--- config.mk ---
export PLATFORM = sky130hd
export DESIGN_NAME = clock_tick_drift_gap_monitor
export DESIGN_NICKNAME = d
export VERILOG_FILES = /design/src/hw/rtl/ctdg_pkg.sv /design/src/hw/rtl/ctdg_eval.sv /design/src/hw/rtl/clock_tick_drift_gap_monitor.sv
export SDC_FILE = /design/constraint.sdc
export NUM_CORES = 2
export LEC_CHECK = 0
export ABC_AREA = 1
export BUFFER_PORTS_ARGS = -buffer_cell sky130_fd_sc_hd__buf_2
export CORE_ASPECT_RATIO = 0.7
export CORE_MARGIN = 2
export CORE_UTILIZATION = 56
export DETAILED_ROUTE_END_ITERATION = 8
export GPL_TIMING_DRIVEN = 1
export PLACE_DENSITY_LB_ADDON = 0.25
export SETUP_SLACK_MARGIN = 0.3
export SLEW_MARGIN = 10
export SYNTH_ARGS = -nofsm -noshare
export SYNTH_HDL_FRONTEND = slang
export SYNTH_HIERARCHICAL = 1
export SYNTH_SLANG_ARGS = --single-unit
export TNS_END_PERCENT = 5
--- constraint.sdc ---
create_clock -name i_clk -period 23.6 [get_ports i_clk]
set_input_delay 2.36 -clock i_clk [delete_from_list [all_inputs] [get_ports i_clk]]
set_output_delay 2.36 -clock i_clk [all_outputs]
set_load 0.02 [all_outputs]
--- src/hw/rtl/ctdg_pkg.sv ---
// Shared types, constants, scaling and counter functions of the clock tick drift and gap monitor.
package ctdg_pkg;

    // Width of the saturating escalation counters.
    localparam int CNT_W = 32;

    localparam logic [15:0] CONF_ONE     = 16'd32768;
    localparam logic [15:0] CONF_HALF    = 16'd16384;
    localparam logic [16:0] PHASE_STEP   = 17'd819;
    localparam logic [16:0] PHASE_TWO_PI = 17'd51472;
    localparam logic [62:0] DRIFT_MAX    = {63{1'b1}};

    // Reset values of the configuration registers.
    localparam logic [31:0] CADENCE_RST  = 32'd1000000;
    localparam logic [31:0] THRESH_RST   = 32'd100000;
    localparam logic [15:0] MIN_CONF_RST = 16'd16384;

    // Reciprocal multipliers: floor(c*4/5) = (c*209716) >> 18 and
    // floor(c*17/20) = (c*14260637) >> 24, exact for c up to 32768.
    localparam logic [17:0] GAP_MULT   = 18'd209716;
    localparam int          GAP_SHIFT  = 18;
    localparam logic [23:0] WARN_MULT  = 24'd14260637;
    localparam int          WARN_SHIFT = 24;

    // Bit positions in the flags field.
    localparam int FLAG_ALIGNED  = 0;
    localparam int FLAG_EXTERNAL = 1;
    localparam int FLAG_FALLBACK = 2;
    localparam int FLAG_GAP      = 3;
    localparam int FLAG_WARN     = 4;

    typedef enum logic [2:0] {
        CFG_CADENCE   = 3'd0,
        CFG_THRESH    = 3'd1,
        CFG_MIN_CONF  = 3'd2,
        CFG_STRESS_EN = 3'd3,
        CFG_META_EN   = 3'd4
    } t_cfg_idx;

    typedef enum logic {
        OP_INGEST  = 1'b0,
        OP_ADVANCE = 1'b1
    } t_op;

    typedef struct packed {
        t_op         op;
        logic [63:0] index_in;
        logic [63:0] stamp_in;
        logic [15:0] phase_in;
        logic [15:0] confidence_in;
        logic [63:0] local_time;
    } t_item;

    typedef struct packed {
        logic [31:0] target_cadence;
        logic [31:0] drift_threshold;
        logic [15:0] min_confidence;
        logic        stress_enable;
        logic        meta_lock_enable;
    } t_cfg;

    typedef struct packed {
        logic [63:0]      last_stamp;
        logic [63:0]      last_index;
        logic [15:0]      last_phase;
        logic [62:0]      drift_peak;
        logic [CNT_W-1:0] stress_total;
        logic [CNT_W-1:0] meta_lock_total;
    } t_state;

    typedef struct packed {
        logic [63:0] index_out;
        logic [63:0] stamp_out;
        logic [63:0] drift_out;
        logic [15:0] phase_out;
        logic [15:0] confidence_out;
        logic [4:0]  flags;
        logic        degraded;
        logic        stress_raised;
        logic        meta_raised;
        logic [62:0] peak_drift;
        logic [31:0] stress_count;
        logic [31:0] meta_lock_count;
    } t_result;

    // Confidence times 0.8 after an index gap.
    function automatic logic [15:0] scale_gap(input logic [15:0] c);
        logic [33:0] prod;
        prod = 34'(c) * 34'(GAP_MULT);
        return 16'(prod >> GAP_SHIFT);
    endfunction

    // Confidence times 0.85 after a drift warning.
    function automatic logic [15:0] scale_warn(input logic [15:0] c);
        logic [39:0] prod;
        prod = 40'(c) * 40'(WARN_MULT);
        return 16'(prod >> WARN_SHIFT);
    endfunction

    // Saturating increment of an escalation counter.
    function automatic logic [CNT_W-1:0] bump(input logic [CNT_W-1:0] c);
        return (c == {CNT_W{1'b1}}) ? c : c + 1'b1;
    endfunction

    // Low 32 bits of a counter, zero-extended when the counter is narrower.
    function automatic logic [31:0] count32(input logic [CNT_W-1:0] c);
        logic [63:0] ext;
        ext = 64'(c);
        return ext[31:0];
    endfunction

endpackage

--- src/hw/rtl/ctdg_eval.sv ---
// Tick evaluation: drift, gap and confidence checks, escalations and fallback tick generation.
module ctdg_eval (
    input  ctdg_pkg::t_item   i_item,
    input  ctdg_pkg::t_cfg    i_cfg,
    input  ctdg_pkg::t_state  i_state,
    output ctdg_pkg::t_result o_result,
    output ctdg_pkg::t_state  o_state
);
    import ctdg_pkg::*;

    logic [15:0] conf_clamped;
    logic [63:0] elapsed;
    logic [63:0] cadence64;
    logic [63:0] excess;
    logic        measure;
    logic        neg;
    logic [62:0] drift_mag;
    logic [63:0] drift_bits;
    logic        gap;
    logic        warn;
    logic        conf_low;
    logic [15:0] conf_gap;
    logic [15:0] conf_final;
    logic        degraded;
    logic        esc_s;
    logic        esc_m;
    logic [62:0] peak_ext;
    logic [CNT_W-1:0] stress_ext;
    logic [CNT_W-1:0] meta_ext;
    logic [63:0] fb_index;
    logic [63:0] fb_stamp;
    logic [16:0] phase_sum;
    logic [16:0] phase_wrap;

    // External tick: drift against the stored stamp and cadence.
    always_comb begin
        conf_clamped = (i_item.confidence_in > CONF_ONE) ? CONF_ONE : i_item.confidence_in;
        cadence64    = {32'd0, i_cfg.target_cadence};
        elapsed      = i_item.stamp_in - i_state.last_stamp;
        excess       = elapsed - cadence64;
        measure      = (i_state.last_stamp != 64'd0) && (i_item.stamp_in > i_state.last_stamp);
        neg          = 1'b0;
        drift_mag    = '0;
        if (measure) begin
            if (elapsed >= cadence64) begin
                drift_mag = excess[63] ? DRIFT_MAX : excess[62:0];
            end else begin
                drift_mag = 63'(cadence64 - elapsed);
                neg       = 1'b1;
            end
        end
        drift_bits = neg ? (64'd0 - {1'b0, drift_mag}) : {1'b0, drift_mag};
    end

    // External tick: gap and warning checks, confidence scaling, escalations.
    always_comb begin
        gap = (i_state.last_index != 64'd0) && (i_state.last_index != {64{1'b1}})
              && (i_item.index_in > i_state.last_index + 64'd1);
        warn       = drift_mag > {31'd0, i_cfg.drift_threshold};
        conf_gap   = gap ? scale_gap(conf_clamped) : conf_clamped;
        conf_final = warn ? scale_warn(conf_gap) : conf_gap;
        conf_low   = conf_final < i_cfg.min_confidence;
        degraded   = gap || warn || conf_low;
        esc_s      = degraded && i_cfg.stress_enable && (conf_low || warn);
        esc_m      = degraded && i_cfg.meta_lock_enable
                     && ((conf_final < CONF_HALF)
                         || (drift_mag > {30'd0, i_cfg.drift_threshold, 1'b0}));
        peak_ext   = (drift_mag > i_state.drift_peak) ? drift_mag : i_state.drift_peak;
        stress_ext = esc_s ? bump(i_state.stress_total) : i_state.stress_total;
        meta_ext   = esc_m ? bump(i_state.meta_lock_total) : i_state.meta_lock_total;
    end

    // Fallback tick: index, stamp and phase advance from the stored values.
    always_comb begin
        fb_index   = i_state.last_index + 64'd1;
        fb_stamp   = (i_state.last_stamp != 64'd0)
                     ? i_state.last_stamp + {32'd0, i_cfg.target_cadence}
                     : i_item.local_time;
        phase_sum  = {1'b0, i_state.last_phase} + PHASE_STEP;
        phase_wrap = (phase_sum >= PHASE_TWO_PI) ? phase_sum - PHASE_TWO_PI : phase_sum;
    end

    // Select the result and the next state by operation.
    always_comb begin
        o_state  = i_state;
        o_result = '0;
        case (i_item.op)
            OP_INGEST: begin
                o_result.index_out      = i_item.index_in;
                o_result.stamp_out      = i_item.stamp_in;
                o_result.drift_out      = drift_bits;
                o_result.phase_out      = i_item.phase_in;
                o_result.confidence_out = conf_final;
                o_result.flags[FLAG_ALIGNED]  = 1'b1;
                o_result.flags[FLAG_EXTERNAL] = 1'b1;
                o_result.flags[FLAG_GAP]      = gap;
                o_result.flags[FLAG_WARN]     = warn;
                o_result.degraded       = degraded;
                o_result.stress_raised  = esc_s;
                o_result.meta_raised    = esc_m;
                o_state.last_index      = i_item.index_in;
                o_state.last_stamp      = i_item.stamp_in;
                o_state.last_phase      = i_item.phase_in;
                o_state.drift_peak      = peak_ext;
                o_state.stress_total    = stress_ext;
                o_state.meta_lock_total = meta_ext;
            end
            default: begin
                o_result.index_out      = fb_index;
                o_result.stamp_out      = fb_stamp;
                o_result.phase_out      = phase_wrap[15:0];
                o_result.confidence_out = CONF_ONE;
                o_result.flags[FLAG_ALIGNED]  = 1'b1;
                o_result.flags[FLAG_FALLBACK] = 1'b1;
                o_state.last_index = fb_index;
                o_state.last_stamp = fb_stamp;
                o_state.last_phase = phase_wrap[15:0];
            end
        endcase
        o_result.peak_drift      = o_state.drift_peak;
        o_result.stress_count    = count32(o_state.stress_total);
        o_result.meta_lock_count = count32(o_state.meta_lock_total);
    end

endmodule

--- src/hw/rtl/clock_tick_drift_gap_monitor.sv ---
// Top level of the clock tick drift and gap monitor: input and result registers, state, config.
//
//  Channel   Direction  Handshake                    Payload
//  s_axis    in         s_axis_tvalid/s_axis_tready  tdata 224 bits, tuser op
//  m_axis    out        m_axis_tvalid/m_axis_tready  tdata 360 bits
//  cfg       in         i_cfg_wr_en                  i_cfg_index, i_cfg_data
//
// One request per cycle is taken while the receiver takes results; a request is registered in
// the input register, then one evaluation pass carries it into the result register, from which
// it can be taken. The evaluation pass also writes the tick state, so the next request sees it
// at once. Reset is synchronous and active low; it clears the valid flags and the tick state and
// sets the configuration registers to their defaults. A stalled result holds while one more
// request waits in the input register.
module clock_tick_drift_gap_monitor (
    input  logic         i_clk,
    input  logic         i_rst_n,
    // Fields from bit 0: index_in 64, stamp_in 64, phase_in 16, confidence_in 16,
    // local_time 64.
    input  logic [223:0] s_axis_tdata,
    // Fields from bit 0: op 1.
    input  logic [0:0]   s_axis_tuser,
    input  logic         s_axis_tvalid,
    output logic         s_axis_tready,
    // Fields from bit 0: index_out 64, stamp_out 64, drift_out 64, phase_out 16,
    // confidence_out 16, flags 5, degraded 1, stress_raised 1, meta_raised 1,
    // peak_drift 63, stress_count 32, meta_lock_count 32, one zero pad bit.
    output logic [359:0] m_axis_tdata,
    output logic         m_axis_tvalid,
    input  logic         m_axis_tready,
    input  logic         i_cfg_wr_en,
    input  logic [2:0]   i_cfg_index,
    input  logic [31:0]  i_cfg_data
);
    import ctdg_pkg::*;

    logic    r_in_valid;
    t_item   r_in;
    logic    r_out_valid;
    t_result r_out;
    t_state  r_state;
    t_cfg    r_cfg;
    t_result n_result;
    t_state  n_state;
    logic    w_adv;
    t_item   w_item;

    // A request moves into evaluation when the result register is free or draining.
    assign w_adv         = r_in_valid && (!r_out_valid || m_axis_tready);
    assign s_axis_tready = !r_in_valid || w_adv;

    // Unpack the incoming request.
    always_comb begin
        w_item.op            = t_op'(s_axis_tuser[0]);
        w_item.index_in      = s_axis_tdata[63:0];
        w_item.stamp_in      = s_axis_tdata[127:64];
        w_item.phase_in      = s_axis_tdata[143:128];
        w_item.confidence_in = s_axis_tdata[159:144];
        w_item.local_time    = s_axis_tdata[223:160];
    end

    ctdg_eval u_eval (
        .i_item   (r_in),
        .i_cfg    (r_cfg),
        .i_state  (r_state),
        .o_result (n_result),
        .o_state  (n_state)
    );

    // Control, tick state and configuration registers.
    always_ff @(posedge i_clk) begin
        if (!i_rst_n) begin
            r_in_valid             <= 1'b0;
            r_out_valid            <= 1'b0;
            r_state                <= '0;
            r_cfg.target_cadence   <= CADENCE_RST;
            r_cfg.drift_threshold  <= THRESH_RST;
            r_cfg.min_confidence   <= MIN_CONF_RST;
            r_cfg.stress_enable    <= 1'b1;
            r_cfg.meta_lock_enable <= 1'b1;
        end else begin
            if (s_axis_tready) begin
                r_in_valid <= s_axis_tvalid;
            end
            if (w_adv) begin
                r_out_valid <= 1'b1;
                r_state     <= n_state;
            end else if (m_axis_tready) begin
                r_out_valid <= 1'b0;
            end
            if (i_cfg_wr_en) begin
                unique case (i_cfg_index)
                    CFG_CADENCE:   r_cfg.target_cadence   <= i_cfg_data;
                    CFG_THRESH:    r_cfg.drift_threshold  <= i_cfg_data;
                    CFG_MIN_CONF:  r_cfg.min_confidence   <= i_cfg_data[15:0];
                    CFG_STRESS_EN: r_cfg.stress_enable    <= i_cfg_data[0];
                    CFG_META_EN:   r_cfg.meta_lock_enable <= i_cfg_data[0];
                    default: ;
                endcase
            end
        end
    end

    // Payload registers.
    always_ff @(posedge i_clk) begin
        if (s_axis_tvalid && s_axis_tready) begin
            r_in <= w_item;
        end
        if (w_adv) begin
            r_out <= n_result;
        end
    end

    // Pack the result.
    assign m_axis_tvalid = r_out_valid;
    assign m_axis_tdata  = {1'b0, r_out.meta_lock_count, r_out.stress_count, r_out.peak_drift,
                            r_out.meta_raised, r_out.stress_raised, r_out.degraded,
                            r_out.flags, r_out.confidence_out, r_out.phase_out,
                            r_out.drift_out, r_out.stamp_out, r_out.index_out};

`ifndef ASSERT_OFF
    // The stress escalation counter never moves backward.
    a_stress_mono: assert property (@(posedge i_clk) disable iff (!i_rst_n)
        i_rst_n |=> (r_state.stress_total >= $past(r_state.stress_total)))
        else $error("stress counter decreased");

    // The peak drift never shrinks.
    a_peak_mono: assert property (@(posedge i_clk) disable iff (!i_rst_n)
        i_rst_n |=> (r_state.drift_peak >= $past(r_state.drift_peak)))
        else $error("peak drift decreased");

    // Tick state changes only when a request is evaluated.
    a_state_hold: assert property (@(posedge i_clk) disable iff (!i_rst_n)
        !w_adv |=> $stable(r_state))
        else $error("tick state changed without a request");

    // A fallback result carries no drift and no escalation.
    a_fallback_quiet: assert property (@(posedge i_clk) disable iff (!i_rst_n)
        (r_out_valid && r_out.flags[FLAG_FALLBACK]) |->
        (r_out.drift_out == 64'd0 && !r_out.stress_raised && !r_out.meta_raised))
        else $error("fallback result with drift or escalation");

    // Any escalation comes only from a degraded tick.
    a_esc_degraded: assert property (@(posedge i_clk) disable iff (!i_rst_n)
        (r_out_valid && (r_out.stress_raised || r_out.meta_raised)) |->
        r_out.degraded)
        else $error("escalation on a tick that is not degraded");
`endif

endmodule

==> results.txt <==
The die span in y came out at 308.6 um. The final routed wirelength across all metal layers is 265700 um. The worst register-to-register path ends at r_state[43]. The startpoint identified for the worst register-to-register timing path is r_state[145]. The starting density of the core is 0.5655.

The endpoint kind of the worst setup timing path is a register. The count of final setup violators came out at 0. For this design, the slowest cell found on the critical path is o21ai_0. The largest driver fanout on the critical path came out at 44. Counting every instance in the synthesized netlist gives 9802. The die covers 135500 um^2. The type of the setup path with the least slack is register to register. The most critical setup path has its startpoint at r_state[145]. Counting flops with an async set or reset pin after synthesis yields a share of 0. The number of different library cells in the post-synthesis netlist is 75. The synthesized area per cell is 7.572 um^2. Leaving out fill and tap cells, the most frequent cell in the layout is nand2_1.

The count of synthesis-stage warnings from yosys is 6. Once the clock tree was built, the setup fixing pass inserted 0 buffers. The first-pass GRT wire length came out at 388700 um. The required time reported for the critical path endpoint is 24.24 ns. The first detailed-routing pass took 9 iterations. The number of ports placed on the die boundary came out at 627.

The number of max-cap violations came out at 0. The post-layout minimum cycle time is 18.71 ns. The clock-pin transition on the worst setup and hold timing paths came out at 0.06 ns. The area of the mapped netlist came out at 74220 um^2. The clock tree buffer depth came out at 3. Summed over all nets, the half-perimeter wirelength after detailed placement is 212100 um. The worst setup path is launched from a register. The floorplan die width is 439.1 um. The average via count per standard cell came out at 5.728. edfxtp_1 takes more of the synthesized area than any other cell. The sum of negative setup slack came out at 0 ns. Routability-driven placement finished with a final weighted congestion of 1.032. The buffer cell driving the clock tree root is clkbuf_16. Setup repair after global routing left no endpoint under its margin. The cell that appears most often on the critical path is nand2_1. The total area inside the core boundary comes to 131200 um^2.

The final count of hold timing violations is 0. The post-detailed-route DRC marker count is 0. Of the post-synthesis cell area, the dominant cell type holds 0.2363.

The count of filler cells inserted in the layout is 11950. The signed area change from the synthesized netlist to the final layout is 7.669%. The later-pin clock latency in the skew report is 0.76 ns. The number of standard-cell rows in the floorplan came out at 111. For this run, the post-layout net count is 11120.

In this run the remaining antenna-violating nets after routing total 0. Dividing the detail-routed wire length by the instance count gives 22.42 um. Across every metal layer, demand over resource in global routing totals 0.3802. The flow ran to the end, and the final reports show no timing, DRC or antenna violations. For this block, the via count after detailed routing is 67880. The first routing iteration left 7833 violations.

The CTS tree is built. Among all flip-flop cells after synthesis, the most frequent one is edfxtp_1. The number of buffers inserted during clock tree synthesis came out at 95.

Entering global routing, the biggest net connects 201 pins. The path with the worst hold slack has its endpoint at r_cfg[14]. The top cell types in the final layout, fill and taps aside, are nand2_1, inv_1, nor2_1. The worst max-slew margin expressed relative to the limit came out at 0.1670.

The final max-slew violation count is 0. CTS saw 939 sinks. The depth of the most critical reg-to-reg path came out at 76.

The portion of the clock cycle consumed by the worst path in the final layout is 0.7930. Post-CTS repair changed the size of 0 cells. The number of input and output port buffers inserted came out at 625.

The cell count of the worst hold path is 2. The highest attainable clock frequency came out at 53.44 MHz. By area the synthesized netlist is led by edfxtp_1, nand2_1, ha_1. The data arrival time at the worst-slack endpoint is 19.36 ns.

The number of enable flip-flop cells after synthesis came out at 584. Synthesis inferred 939 register bits. The worst setup skew after layout came out at 0.05514 ns. The number of antenna violations at the first check in global routing was 23. The fraction of final layout cells sized beyond drive strength 1 came out at 0.1017. The share of synthesized area occupied by flip-flops and latches came out at 0.3321. The largest incremental delay on the critical path is 1.10 ns. The via count of the first global-routing pass is 62170. The worst setup slack for register-to-register paths is 4.89 ns. The worst hold path begins at r_cfg[14]. The min-delay analysis places its worst path in the category register to register. At the pin with the least slew margin, the transition time is 1.248 ns. The maximum level of the CTS H-tree came out at 3.

The overflow left after global routing is 0. The hold-fix buffer count after cts is 0.
[stage by stage]
stage               hold WS, ns  std cells  utilization  setup slack (ns)  area, um^2
finish                   0.4814      11850       0.6088             4.886       79910
floorplan                0.4416       9803            -             10.21       74220
CTS                      0.4843      11830       0.6085             5.403       79860
global route             0.5059      11850       0.6088             3.967       79910
detailed placement       0.4684      11660       0.5831             5.453       76530
global placement         0.4612      11660       0.5831             5.417       76530
[cell families after synthesis]
group                      after synthesis  share of synthesized area
xor gates and xnor gates               246                    0.02903
AOI/OAI and AO/OA                     1015                    0.07588
other                                    3                  0.0001517
buffers and inverters                 2083                     0.1222
and+or+nand+nor                       4660                     0.2752
DFF                                    939                     0.3321
adders and majority gates              856                     0.1655
[critical path: cells and delay by family, from the launching register on]
| family | cells | cell delay [ns] |
|---|---|---|
| simple gates | 43 | 8.07 |
| buf+inv | 12 | 2.00 |
| fa+ha+maj | 9 | 3.70 |
| xor+xnor | 2 | 0.61 |
| compound gates | 10 | 3.60 |
| flops | 1 | 0.56 |
[synth_stat cells (all sizes together), types with 16 or more instances]
| cell | number |
|---|---|
| o21ai | 378 |
| nor4 | 80 |
| nand4 | 156 |
| xnor2 | 67 |
| a31oi | 19 |
| ha | 647 |
| nand3b | 301 |
| dfxtp | 355 |
| edfxtp | 584 |
| inv | 1519 |
| a21oi | 460 |
| o21bai | 16 |
| xor2 | 179 |
| fa | 209 |
| clkbuf | 150 |
| o211ai | 29 |
| nor2 | 1262 |
| nand2 | 2344 |
| o21a | 31 |
| nand3 | 344 |
| buf | 409 |
| nor3 | 128 |
| or2 | 24 |
[final cells by class]
| type | count | area, um^2 | area share |
|---|---|---|---|
| diodes | 16 | 40.04 | 0.0005011 |
| clock buffers | 117 | 2500 | 0.03128 |
| clock inverters | 62 | 832.0 | 0.01041 |
| inverters | 1524 | 5738 | 0.07181 |
| multi-input cells | 6781 | 40550 | 0.5074 |
| flip-flops and latches | 939 | 24650 | 0.3084 |
| well taps | 1751 | 2191 | 0.02742 |
| repair buffers | 660 | 3413 | 0.04272 |
[layer usage]
layer,global-route usage,share of wire,up-vias
li1,-,-,31700
met1,0.5798,0.45,32120
met2,0.5172,0.39,3630
met3,0.09492,0.12,425
met4,0.1282,0.038,12
met5,0,0.00030,-
[how the worst max path moves through the flow]
stage	end	slack, ns	cells past startpoint
2_1_floorplan	r_state[63]	10.21	66
3_3_place_gp	r_state[33]	5.42	76
3_5_place_dp	r_state[33]	5.45	76
4_1_cts	r_state[33]	5.40	76
5_1_grt	r_state[33]	3.97	76
6_report	r_state[43]	4.89	76
[flip-flops by register name, indices dropped and copies added (netlist names)]
signal / flops
m_axis_tdata: 359
r_state: 271
r_in: 225
r_cfg: 82
m_axis_tvalid: 1
r_in_valid: 1
Power is not shown: default switching activity piles up to over one toggle a cycle in this logic, so the estimate is an artifact.
